<file path="config.mk">
export PLATFORM = sky130hd
export DESIGN_NAME = clash_masked_grid_dot_product
export DESIGN_NICKNAME = d
export VERILOG_FILES = /design/src/hdl/cmgdp_pkg.sv /design/src/hdl/clash_masked_grid_dot_product.sv /design/src/hdl/cmgdp_front.sv /design/src/hdl/cmgdp_queue.sv /design/src/hdl/cmgdp_back.sv
export VERILOG_INCLUDE_DIRS = /design/src /design/src/hdl
export SDC_FILE = /design/constraint.sdc
export NUM_CORES = 2
export LEC_CHECK = 0
export BUFFER_PORTS_ARGS = -buffer_cell sky130_fd_sc_hd__buf_2
export CAP_MARGIN = 20
export CORE_MARGIN = 2
export CORE_UTILIZATION = 65
export DETAILED_ROUTE_END_ITERATION = 12
export PLACE_DENSITY = 0.84
export RECOVER_POWER = 100
export SLEW_MARGIN = 20
export SYNTH_ARGS = -nofsm -noshare
export SYNTH_HDL_FRONTEND = slang
export SYNTH_HIERARCHICAL = 1
export SYNTH_SLANG_ARGS = --single-unit
</file>
<file path="constraint.sdc">
create_clock -name aclk -period 11.3 [get_ports aclk]
set_input_delay 1.13 -clock aclk [delete_from_list [all_inputs] [get_ports aclk]]
set_output_delay 1.13 -clock aclk [all_outputs]
set_load 0.005 [all_outputs]
</file>
<file path="src/hdl/clash_masked_grid_dot_product_macros.svh">
// ----------------------------------------------------------------------------
// clash masked grid dot product - assertion macros
// concurrent check helpers, compiled out when SYNTH is defined
// ----------------------------------------------------------------------------
`ifndef CLASH_MASKED_GRID_DOT_PRODUCT_MACROS_SVH
`define CLASH_MASKED_GRID_DOT_PRODUCT_MACROS_SVH

`ifndef SYNTH
`define CMGDP_ASSERT(label, clk, rstn, prop) \
    label: assert property (@(posedge clk) disable iff (!rstn) prop) \
        else $error("cmgdp assertion failed");
`define CMGDP_NEVER(label, clk, rstn, cond) \
    label: assert property (@(posedge clk) disable iff (!rstn) !(cond)) \
        else $error("cmgdp forbidden condition");
`else
`define CMGDP_ASSERT(label, clk, rstn, prop)
`define CMGDP_NEVER(label, clk, rstn, cond)
`endif

`endif

</file>
<file path="src/hdl/cmgdp_pkg.sv">
// ----------------------------------------------------------------------------
// cmgdp_pkg
// shared types and constants of the clash masked grid dot product
// ----------------------------------------------------------------------------
`default_nettype none

package cmgdp_pkg;

    localparam int LANE_W      = 16;
    localparam int FIELD_LANES = 4;
    localparam int TDATA_W     = 2 * FIELD_LANES * LANE_W;
    localparam int ACC_W       = 64;
    localparam int PROD_W      = 2 * LANE_W;
    localparam int PEN_W       = 10;
    localparam int PENPROD_W   = PEN_W + 1 + LANE_W;
    localparam int CONTRIB_W   = 36;
    localparam int PEN_SHIFT   = 7;
    localparam int CFG_IDX_W   = 2;
    localparam int CFG_DATA_W  = 16;
    localparam int QUEUE_DEPTH = 4;

    localparam int DEF_CHANNELS = 16;
    localparam int DEF_LANES    = 4;

    localparam logic [CFG_IDX_W-1:0] REG_DRUG_THR   = 2'd0;
    localparam logic [CFG_IDX_W-1:0] REG_POCKET_THR = 2'd1;
    localparam logic [CFG_IDX_W-1:0] REG_PENALTY    = 2'd2;

    localparam logic signed [LANE_W-1:0] DRUG_THR_RST   = 16'sd13;
    localparam logic signed [LANE_W-1:0] POCKET_THR_RST = 16'sd6;
    localparam logic [PEN_W-1:0]         PENALTY_RST    = 10'd500;

    typedef logic signed [LANE_W-1:0] sample_t;

    typedef struct packed {
        sample_t [FIELD_LANES-1:0] pocket;
        sample_t [FIELD_LANES-1:0] drug;
        logic                      penalize;
        logic                      skip;
        logic                      last;
    } item_t;

endpackage

`default_nettype wire

</file>
<file path="src/hdl/clash_masked_grid_dot_product.sv">
// a result passes the item queue, stage s1, stage s2 and the output register
// throughput: one item per cycle, one score per grid
// the front stalls only when the 4-entry item queue is full, i.e. when the
// score output is held by m_tready low
// reset: synchronous active-low aresetn clears score, voxel position, queue
// and output; thresholds and penalty return to 13, 6 and 500
// ----------------------------------------------------------------------------
// clash_masked_grid_dot_product
// clash masked inner product of pocket and drug voxel grids, saturating score
// ----------------------------------------------------------------------------
`default_nettype none

module clash_masked_grid_dot_product #(
    parameter int CHANNELS = cmgdp_pkg::DEF_CHANNELS,
    parameter int LANES    = cmgdp_pkg::DEF_LANES
) (
    input  wire                                aclk,
    input  wire                                aresetn,
    // pocket_lane0..3, drug_lane0..3, 16 bits each from bit 0 up
    input  wire  [cmgdp_pkg::TDATA_W-1:0]      s_tdata,
    input  wire                                s_tvalid,
    output logic                               s_tready,
    input  wire                                s_tlast,
    // score
    output logic [cmgdp_pkg::ACC_W-1:0]        m_tdata,
    output logic                               m_tvalid,
    input  wire                                m_tready,
    input  wire                                cfg_valid,
    output logic                               cfg_ready,
    input  wire  [cmgdp_pkg::CFG_IDX_W-1:0]    cfg_index,
    input  wire  [cmgdp_pkg::CFG_DATA_W-1:0]   cfg_data
);
    import cmgdp_pkg::*;

    logic              q_push;
    logic              q_full;
    logic              q_pop;
    logic              q_not_empty;
    item_t             q_in_item;
    item_t             q_head_item;
    logic [PEN_W-1:0]  penalty;

    cmgdp_front #(
        .CHANNELS (CHANNELS),
        .LANES    (LANES)
    ) u_front (
        .aclk      (aclk),
        .aresetn   (aresetn),
        .s_tvalid  (s_tvalid),
        .s_tready  (s_tready),
        .s_tdata   (s_tdata),
        .s_tlast   (s_tlast),
        .cfg_valid (cfg_valid),
        .cfg_ready (cfg_ready),
        .cfg_index (cfg_index),
        .cfg_data  (cfg_data),
        .q_full    (q_full),
        .q_push    (q_push),
        .q_item    (q_in_item),
        .penalty   (penalty)
    );

    cmgdp_queue u_queue (
        .aclk      (aclk),
        .aresetn   (aresetn),
        .push      (q_push),
        .push_item (q_in_item),
        .full      (q_full),
        .pop       (q_pop),
        .head_item (q_head_item),
        .not_empty (q_not_empty)
    );

    cmgdp_back #(
        .LANES (LANES)
    ) u_back (
        .aclk      (aclk),
        .aresetn   (aresetn),
        .head_item (q_head_item),
        .not_empty (q_not_empty),
        .pop       (q_pop),
        .penalty   (penalty),
        .m_tvalid  (m_tvalid),
        .m_tready  (m_tready),
        .m_tdata   (m_tdata)
    );

endmodule

`default_nettype wire

</file>
<file path="src/hdl/cmgdp_front.sv">
// ----------------------------------------------------------------------------
// cmgdp_front
// accepts items, holds configuration, tracks voxel position and clash state
// ----------------------------------------------------------------------------
`default_nettype none

module cmgdp_front #(
    parameter int CHANNELS = cmgdp_pkg::DEF_CHANNELS,
    parameter int LANES    = cmgdp_pkg::DEF_LANES
) (
    input  wire                                aclk,
    input  wire                                aresetn,
    input  wire                                s_tvalid,
    output logic                               s_tready,
    input  wire  [cmgdp_pkg::TDATA_W-1:0]      s_tdata,
    input  wire                                s_tlast,
    input  wire                                cfg_valid,
    output logic                               cfg_ready,
    input  wire  [cmgdp_pkg::CFG_IDX_W-1:0]    cfg_index,
    input  wire  [cmgdp_pkg::CFG_DATA_W-1:0]   cfg_data,
    input  wire                                q_full,
    output logic                               q_push,
    output cmgdp_pkg::item_t                   q_item,
    output logic [cmgdp_pkg::PEN_W-1:0]        penalty
);
    import cmgdp_pkg::*;

    localparam int GROUPS = (CHANNELS + LANES - 1) / LANES;
    localparam int GW     = (GROUPS > 1) ? $clog2(GROUPS) : 1;

    sample_t             drug_thr_reg;
    sample_t             pocket_thr_reg;
    logic [PEN_W-1:0]    penalty_reg;
    logic [GW-1:0]       group_reg, group_next;
    logic                clash_reg, clash_next;
    logic                first;
    logic                clash_now;
    logic                clash_eff;
    logic                accept;

    assign cfg_ready = 1'b1;
    assign s_tready  = !q_full;
    assign accept    = s_tvalid && s_tready;
    assign penalty   = penalty_reg;

    always_comb begin
        for (int i = 0; i < FIELD_LANES; i++) begin
            q_item.pocket[i] = s_tdata[i*LANE_W +: LANE_W];
            q_item.drug[i]   = s_tdata[(FIELD_LANES+i)*LANE_W +: LANE_W];
        end
        first     = (group_reg == '0);
        clash_now = first && (q_item.drug[0] > drug_thr_reg)
                          && (q_item.pocket[0] < pocket_thr_reg);
        clash_eff = first ? clash_now : clash_reg;
        q_item.penalize = clash_now;
        q_item.skip     = clash_eff;
        q_item.last     = s_tlast;
        q_push          = accept;
    end

    always_comb begin
        group_next = group_reg;
        clash_next = clash_reg;
        if (accept) begin
            if (s_tlast) begin
                group_next = '0;
                clash_next = 1'b0;
            end else begin
                clash_next = clash_eff;
                if (group_reg == GW'(GROUPS - 1)) begin
                    group_next = '0;
                end else begin
                    group_next = group_reg + 1'b1;
                end
            end
        end
    end

    always_ff @(posedge aclk) begin
        if (!aresetn) begin
            drug_thr_reg   <= DRUG_THR_RST;
            pocket_thr_reg <= POCKET_THR_RST;
            penalty_reg    <= PENALTY_RST;
            group_reg      <= '0;
            clash_reg      <= 1'b0;
        end else begin
            group_reg <= group_next;
            clash_reg <= clash_next;
            if (cfg_valid && cfg_ready) begin
                case (cfg_index)
                    REG_DRUG_THR:   drug_thr_reg   <= cfg_data;
                    REG_POCKET_THR: pocket_thr_reg <= cfg_data;
                    REG_PENALTY:    penalty_reg    <= cfg_data[PEN_W-1:0];
                    default: begin
                    end
                endcase
            end
        end
    end

`include "clash_masked_grid_dot_product_macros.svh"

    // end of grid restarts the voxel
    `CMGDP_ASSERT(a_last_restarts, aclk, aresetn, (accept && s_tlast) |=> (group_reg == '0 && !clash_reg))
    // a penalty only ever comes with the first item of a voxel
    `CMGDP_NEVER(a_penalty_first, aclk, aresetn, accept && q_item.penalize && (group_reg != '0))

endmodule

`default_nettype wire

</file>
<file path="src/hdl/cmgdp_queue.sv">
// ----------------------------------------------------------------------------
// cmgdp_queue
// small fifo of classified items between front and back
// ----------------------------------------------------------------------------
`default_nettype none

module cmgdp_queue (
    input  wire                 aclk,
    input  wire                 aresetn,
    input  wire                 push,
    input  wire cmgdp_pkg::item_t push_item,
    output logic                full,
    input  wire                 pop,
    output cmgdp_pkg::item_t    head_item,
    output logic                not_empty
);
    import cmgdp_pkg::*;

    localparam int PW = $clog2(QUEUE_DEPTH);
    localparam int CW = $clog2(QUEUE_DEPTH + 1);

    item_t           mem_reg [QUEUE_DEPTH];
    logic [PW-1:0]   wr_ptr_reg;
    logic [PW-1:0]   rd_ptr_reg;
    logic [CW-1:0]   count_reg, count_next;

    assign full      = (count_reg == CW'(QUEUE_DEPTH));
    assign not_empty = (count_reg != '0);
    assign head_item = mem_reg[rd_ptr_reg];

    always_comb begin
        count_next = count_reg;
        if (push && !pop) begin
            count_next = count_reg + 1'b1;
        end else if (pop && !push) begin
            count_next = count_reg - 1'b1;
        end
    end

    always_ff @(posedge aclk) begin
        if (push) begin
            mem_reg[wr_ptr_reg] <= push_item;
        end
    end

    always_ff @(posedge aclk) begin
        if (!aresetn) begin
            wr_ptr_reg <= '0;
            rd_ptr_reg <= '0;
            count_reg  <= '0;
        end else begin
            count_reg <= count_next;
            if (push) begin
                wr_ptr_reg <= wr_ptr_reg + 1'b1;
            end
            if (pop) begin
                rd_ptr_reg <= rd_ptr_reg + 1'b1;
            end
        end
    end

`include "clash_masked_grid_dot_product_macros.svh"

    `CMGDP_NEVER(a_no_overflow, aclk, aresetn, push && full)
    `CMGDP_NEVER(a_no_underflow, aclk, aresetn, pop && !not_empty)
    `CMGDP_ASSERT(a_ptr_gap, aclk, aresetn, (!not_empty || full) |-> (wr_ptr_reg == rd_ptr_reg))

endmodule

`default_nettype wire

</file>
<file path="src/hdl/cmgdp_back.sv">
// ----------------------------------------------------------------------------
// cmgdp_back
// lane products, item contribution and saturating score accumulation
// ----------------------------------------------------------------------------
`default_nettype none

module cmgdp_back #(
    parameter int LANES = cmgdp_pkg::DEF_LANES
) (
    input  wire                              aclk,
    input  wire                              aresetn,
    input  wire cmgdp_pkg::item_t            head_item,
    input  wire                              not_empty,
    output logic                             pop,
    input  wire  [cmgdp_pkg::PEN_W-1:0]      penalty,
    output logic                             m_tvalid,
    input  wire                              m_tready,
    output logic [cmgdp_pkg::ACC_W-1:0]      m_tdata
);
    import cmgdp_pkg::*;

    localparam int ACTIVE = (LANES < FIELD_LANES) ? LANES : FIELD_LANES;

    logic                              advance;
    logic                              s1_valid_reg;
    logic signed [PROD_W-1:0]          s1_prod_reg [FIELD_LANES];
    logic signed [PENPROD_W-1:0]       s1_pen_reg;
    logic                              s1_penalize_reg;
    logic                              s1_skip_reg;
    logic                              s1_last_reg;
    logic                              s2_valid_reg;
    logic signed [CONTRIB_W-1:0]       s2_contrib_reg, s2_contrib_next;
    logic                              s2_last_reg;
    logic signed [ACC_W-1:0]           acc_reg;
    logic signed [ACC_W:0]             acc_sum;
    logic signed [ACC_W-1:0]           acc_sat;
    logic                              m_tvalid_reg;
    logic [ACC_W-1:0]                  m_tdata_reg;

    assign advance  = !m_tvalid_reg || m_tready;
    assign pop      = advance && not_empty;
    assign m_tvalid = m_tvalid_reg;
    assign m_tdata  = m_tdata_reg;

    always_comb begin
        s2_contrib_next = '0;
        if (!s1_skip_reg) begin
            for (int i = 0; i < ACTIVE; i++) begin
                s2_contrib_next = s2_contrib_next + CONTRIB_W'(s1_prod_reg[i]);
            end
        end
        if (s1_penalize_reg) begin
            s2_contrib_next = s2_contrib_next - (CONTRIB_W'(s1_pen_reg) <<< PEN_SHIFT);
        end
    end

    always_comb begin
        acc_sum = (ACC_W+1)'(acc_reg) + (ACC_W+1)'(s2_contrib_reg);
        if (acc_sum[ACC_W] != acc_sum[ACC_W-1]) begin
            acc_sat = acc_sum[ACC_W] ? {1'b1, {(ACC_W-1){1'b0}}} : {1'b0, {(ACC_W-1){1'b1}}};
        end else begin
            acc_sat = acc_sum[ACC_W-1:0];
        end
    end

    always_ff @(posedge aclk) begin
        if (advance) begin
            for (int i = 0; i < FIELD_LANES; i++) begin
                s1_prod_reg[i] <= $signed(head_item.pocket[i]) * $signed(head_item.drug[i]);
            end
            s1_pen_reg      <= $signed({1'b0, penalty}) * $signed(head_item.drug[0]);
            s1_penalize_reg <= head_item.penalize;
            s1_skip_reg     <= head_item.skip;
            s1_last_reg     <= head_item.last;
            s2_contrib_reg  <= s2_contrib_next;
            s2_last_reg     <= s1_last_reg;
            if (s2_valid_reg && s2_last_reg) begin
                m_tdata_reg <= acc_sat;
            end
        end
    end

    always_ff @(posedge aclk) begin
        if (!aresetn) begin
            s1_valid_reg <= 1'b0;
            s2_valid_reg <= 1'b0;
            acc_reg      <= '0;
            m_tvalid_reg <= 1'b0;
        end else if (advance) begin
            s1_valid_reg <= not_empty;
            s2_valid_reg <= s1_valid_reg;
            m_tvalid_reg <= s2_valid_reg && s2_last_reg;
            if (s2_valid_reg) begin
                acc_reg <= s2_last_reg ? '0 : acc_sat;
            end
        end
    end

`include "clash_masked_grid_dot_product_macros.svh"

    // the score restarts from zero after each emitted grid
    `CMGDP_ASSERT(a_acc_cleared, aclk, aresetn, (advance && s2_valid_reg && s2_last_reg) |=> (acc_reg == '0))
    // a result appears only from a grid end in the last stage
    `CMGDP_ASSERT(a_result_source, aclk, aresetn, $rose(m_tvalid_reg) |-> $past(s2_valid_reg && s2_last_reg))

endmodule

`default_nettype wire
</file>
==> After elaboration in Yosys (flattened, before gate mapping) <==
Memories as Yosys holds them, arrays and structs flattened. A register that Yosys moved wholly into a read port is not among the register bits.
Index checks and enable logic that the tools add are counted.
Widths: inputs -> output; s select.
{ "totals": {"memories": 2, "register_bits": 250, "output_inout_bits": 67, "wordCells": 81, "inputBits": 152, "ram_bits": 652} }
{ "op_classes": {"eq_ne": 5, "add_sub_neg": 10, "order_cmp": 2, "muxes": 17, "n_reduce_logical": 21, "n_mul": 5} }
{ "mem_list": {"columns": ["name", "words", "width", "rd", "rd_ports_with_merged_regs", "wr", "line", "source"], "rows": [
  ["u_queue.mem_reg", 4, 131, 1, 1, 1, "cmgdp_queue.sv:22", "item_t mem_reg [QUEUE_DEPTH];"],
  ["u_back.s1_prod_reg", 4, 32, 4, 0, 4, "cmgdp_back.sv:26", "logic signed [PROD_W-1:0] s1_prod_reg [FIELD_LANES];"]
]} }
{ "ops": {"columns": ["cell", "count"], "rows": [
  ["$mux 64", 3],
  ["$mul 16x16->32", 4],
  ["$mux 36", 2],
  ["$add 64x36->65", 1],
  ["$add 36x32->36", 1],
  ["$sub 36x34->36", 1],
  ["$add 33x32->34", 1],
  ["$add 32x32->33", 1],
  ["$mul 11x16->27", 1],
  ["$gt 16x16->1", 1],
  ["$lt 16x16->1", 1],
  ["$reduce_and 2->1", 5],
  ["$mux 2", 4],
  ["$logic_and 1x1->1", 7],
  ["$add 2x1->2 const B", 3],
  ["$mux 1", 6],
  ["$mux 3", 2],
  ["$eq 2x2->1 const B", 2],
  ["$logic_not 1->1", 4],
  ["$logic_not 2->1", 2],
  ["$add 3x1->3 const B", 1],
  ["$eq 3x3->1 const B", 1],
  ["$reduce_bool 3->1", 1],
  ["$sub 3x1->3 const B", 1],
  ["4 further kinds", 4]
]} }

==> Longest topological paths before layout <==
{ "logic_depth": {"depth_word": 7, "depth_mapped": 31, "mapped_depth_nobuf": 28} }

==> Hierarchy <==
The synthesis kept the hierarchy.
{ "by_module_without_submodules": {"columns": ["module", "seq_area_each_um2", "cells_each", "instances", "area_each_um2"], "rows": [
  ["cmgdp_back", 9118.7, 6849, 1, 64946.0],
  ["cmgdp_queue", 15915.3, 728, 1, 19352.3],
  ["cmgdp_front", 900.9, 449, 1, 3517.1]
]} }

==> Worst setup path after synthesis <==
Ideal clock, no wire load.
{ "synth_path": {"kind": "input to register", "startpoint": "input port m_tready", "endpoint": "register u_back.m_tdata_reg[0], in the netlist u_back/m_tdata[0] (enable)", "arrival_ns": 8.613, "path_stages": 4, "path_buffers": 1, "t_required_ns": 10.882, "path_slack_ns": 2.269, "path_cell_list": "nand2b_1 clkbuf_1 nand3_1 inv_1"} }
{ "synth_via": {"elab_chain_len": 2} }
{ "synth_rtl": {"columns": ["element", "line", "source"], "rows": [
  ["start, declared", "clash_masked_grid_dot_product.sv:27", "input wire m_tready,"],
  ["$logic_or 1x1->1", "cmgdp_back.sv:40", "assign advance = !m_tvalid_reg || m_tready;"],
  ["$reduce_and 2->1 (no line)", null, null],
  ["end signal, assigned", "cmgdp_back.sv:78", "m_tdata_reg <= acc_sat;"],
  ["end, declared", "cmgdp_back.sv:38", "logic [ACC_W-1:0] m_tdata_reg;"]
]} }
Every way passes these cells.
A chain may end at the register's enable or synchronous reset.

==> results_dict.tcl <==
set metrics [dict create \
    outcome "finished, violations left" \
    violations "max-capacitance violations, max-slew violations" \
    grt_first_pass_wirelength_um 342000 \
    dpl.hpwl_um 159000 \
    first_iter_violations 5973 \
    numCtsBuffers 98 \
    crit_path_top_delay_cell "a2111oi_0" \
    whs_ps 464 \
    grt.overflow.total 0 \
    grt_util_met3 0.0608 \
    cts-resized-gates 0 \
    initial_utilization 0.656 \
    cp_top_family "adder cells" \
    drv_cap 22 \
    worst_slew_margin_rel -1.85 \
    track_usage 0.321 \
    cts_setup_buffers 0 \
    drive_above_1_share 0.0460 \
    layout_setup_ws_ps 1760 \
    tritoncts "built" \
    yosysTopAreaCell "fa_1" \
    finalNetCount 9931 \
    gp_congestion 0.970 \
    port_buffers 217 \
    ctsHoldBuffers 0 \
    max_stage_delay_ps 1460 \
    synth.area.top_cells "fa_1 (29%), edfxtp_1 (27%), ha_1 (7.9%), inv_1 (6.8%), and2_1 (3.9%)" \
    root_buffer "clkbuf_16" \
    setup_tns_ps 0 \
    layout_common_cells "inv_1 (1,597), fa_1 (1,261), nand2_1 (850)" \
    cpMostUsedCell "fa_1" \
    tightest_slew_ps 4280 \
    clkSinkCount 904 \
    finalCritPeriodShare 0.844 \
    worstSetupEndpointType "flop" \
    clock.fmax_mhz 105 \
    crit_chain "buf_4 > mux4_2 > and2_0 > fa_1 > inv_1 > fa_1 > fa_1 > fa_1 > inv_1 > fa_1 > fa_1 > ha_1 > a21o_1 > a21o_1 > a21oi_1 > o31ai_1 > a2111oi_0 > o311ai_0 > a31o_2 > a21oi_1 > xnor2_1" \
    die_w_um 372 \
    synth_seq_cells 904 \
    fin_skew_ps 44.5 \
    period_needed_ps 9540 \
    synthCells 8026 \
    worstPathMaxFanout 31 \
    die_area_um2 138000 \
    arrival_ps 10020 \
    synth_nets 9992 \
    use_met1 0.417 \
    clk_pin_slew_ps 60 \
    ys_seq_area_frac 0.295 \
    worst-path-buf-inv 3 \
    cts.path.max_buffers 3 \
    dp_slack_ps 2780 \
    fp.dieH_um 372 \
    fillers 9372 \
    top_usage_layer "met2" \
    crit_type "flop to flop" \
    multi_input_area_um2 53500 \
    htreeDepth 3 \
    worstPathRequired_ps 11780 \
    ys.flop_type "edfxtp_1" \
    finalMaxSlewViolations 1014 \
    async_flop_share 0 \
    rsz0062_at_grt "false" \
    syn_to_final_growth_pct 5.06 \
    drt_wl_total_um 217000 \
    coreArea_um2 134000 \
    use_met2 0.522 \
    syn_avg_cell_area_um2 10.9 \
    regArea_um2 25900 \
    grt_start_max_net_pins 82 \
    grt_pass1_vias 63400 \
    worstHoldPathType "flop to flop" \
    antenna_found_initial 9 \
    largest_reg_flops 524 \
    setup_violations 0 \
    viasPerCell 6.04 \
    hold_viol_final 0 \
    firstDrtPassIters 6 \
    yosysWarnings 6 \
    ys_types 93 \
    clk_latency_ps 770 \
    synth-edff-count 783 \
    vias 59300 \
    synth_top_area_share 0.287 \
    ant_nets 0 \
    drc 0 \
    rows 134 \
    io_pins 219 \
    syn_area_um2 87800 \
    crit_path_start_kind "flop" \
    wl_per_cell_um 22.1 \
    layout_commonest_cell "inv_1" \
]
per-layer routing:
metal  share of wire  vias to the layer above  wire, um
met5         0.00035                        -        76
met4           0.054                       14     11600
met3           0.092                      775     19900
met2            0.48                     3191    104000
met1            0.38                    29900     81500
li1                -                    25500         -
worst min-delay path, stage by stage, from the launching register on:
cell	delay, ps
dfxtp_1	330
nand2_1	50
o21ai_0	60
final cells by class:
type | count | area share
Clock inverter | 65 | 0.0103
Clock buffer | 119 | 0.0282
Sequential cell | 904 | 0.281
Multi-Input combinational cell | 5119 | 0.580
Tap cell | 1768 | 0.0240
Timing Repair Buffer | 243 | 0.0110
Inverter | 1599 | 0.0651
Antenna cell | 1 | 0.0000271
Yosys cell counts (8+ instances only):
master       n
inv_1     1597
fa_1      1261
nand2_1    850
edfxtp_1   783
ha_1       553
and2_1     550
a21oi_1    250
nor2_1     221
clkbuf_1   212
xnor2_1    197
buf_4      139
mux4_2     131
o21ai_0    128
a21o_1     125
dfxtp_1    121
xor2_1      72
maj3_2      58
nand2b_1    54
nand3_1     53
nor3_1      53
o21bai_1    42
a21boi_0    41
a221o_1     41
o21a_1      39
nor2b_1     34
nand4_1     29
buf_2       28
a31oi_1     25
o21ai_1     24
a211oi_1    23
or3_1       23
and3_1      22
buf_6       22
o31ai_1     20
o211ai_1    19
a221oi_1    11
or2_2       11
mux2_2      10
a211o_1      8
mux2i_1      8
cells by family after synthesis:
group / synth area share
compound gates: 0.0670
xor+xnor: 0.0268
fa+ha+maj: 0.374
buf+inv: 0.0940
mux: 0.0358
other cells: 0.0000427
simple gates: 0.107
flops: 0.295
metrics by stage:
step | util | cells | area (um2)
2_1_floorplan | - | 8026 | 87800
3_3_place_gp | 0.666 | 9633 | 89100
3_5_place_dp | 0.666 | 9633 | 89100
4_1_cts | 0.693 | 9817 | 92700
5_1_grt | 0.690 | 9818 | 92300
6_report | 0.690 | 9818 | 92300
final timing paths:
path / from / endpoint / slack [ps] / depth (start not counted)
worst min-delay path: u_back/acc_reg[3]$_SDFFE_PN0P_ / u_back/acc_reg[3]$_SDFFE_PN0P_ / 460 / 2
worst max-delay path: flop / u_back/s1_prod_reg[0][30]$_DFFE_PN_ / 1760 / 21
worst max register to register: flop / u_back/s1_prod_reg[0][30]$_DFFE_PN_ / 1760 / 21
worst min register to register: u_back/acc_reg[3]$_SDFFE_PN0P_ / u_back/acc_reg[3]$_SDFFE_PN0P_ / 460 / 2
Power is not shown: default switching activity piles up to over one toggle a cycle in this logic, so the estimate is an artifact.
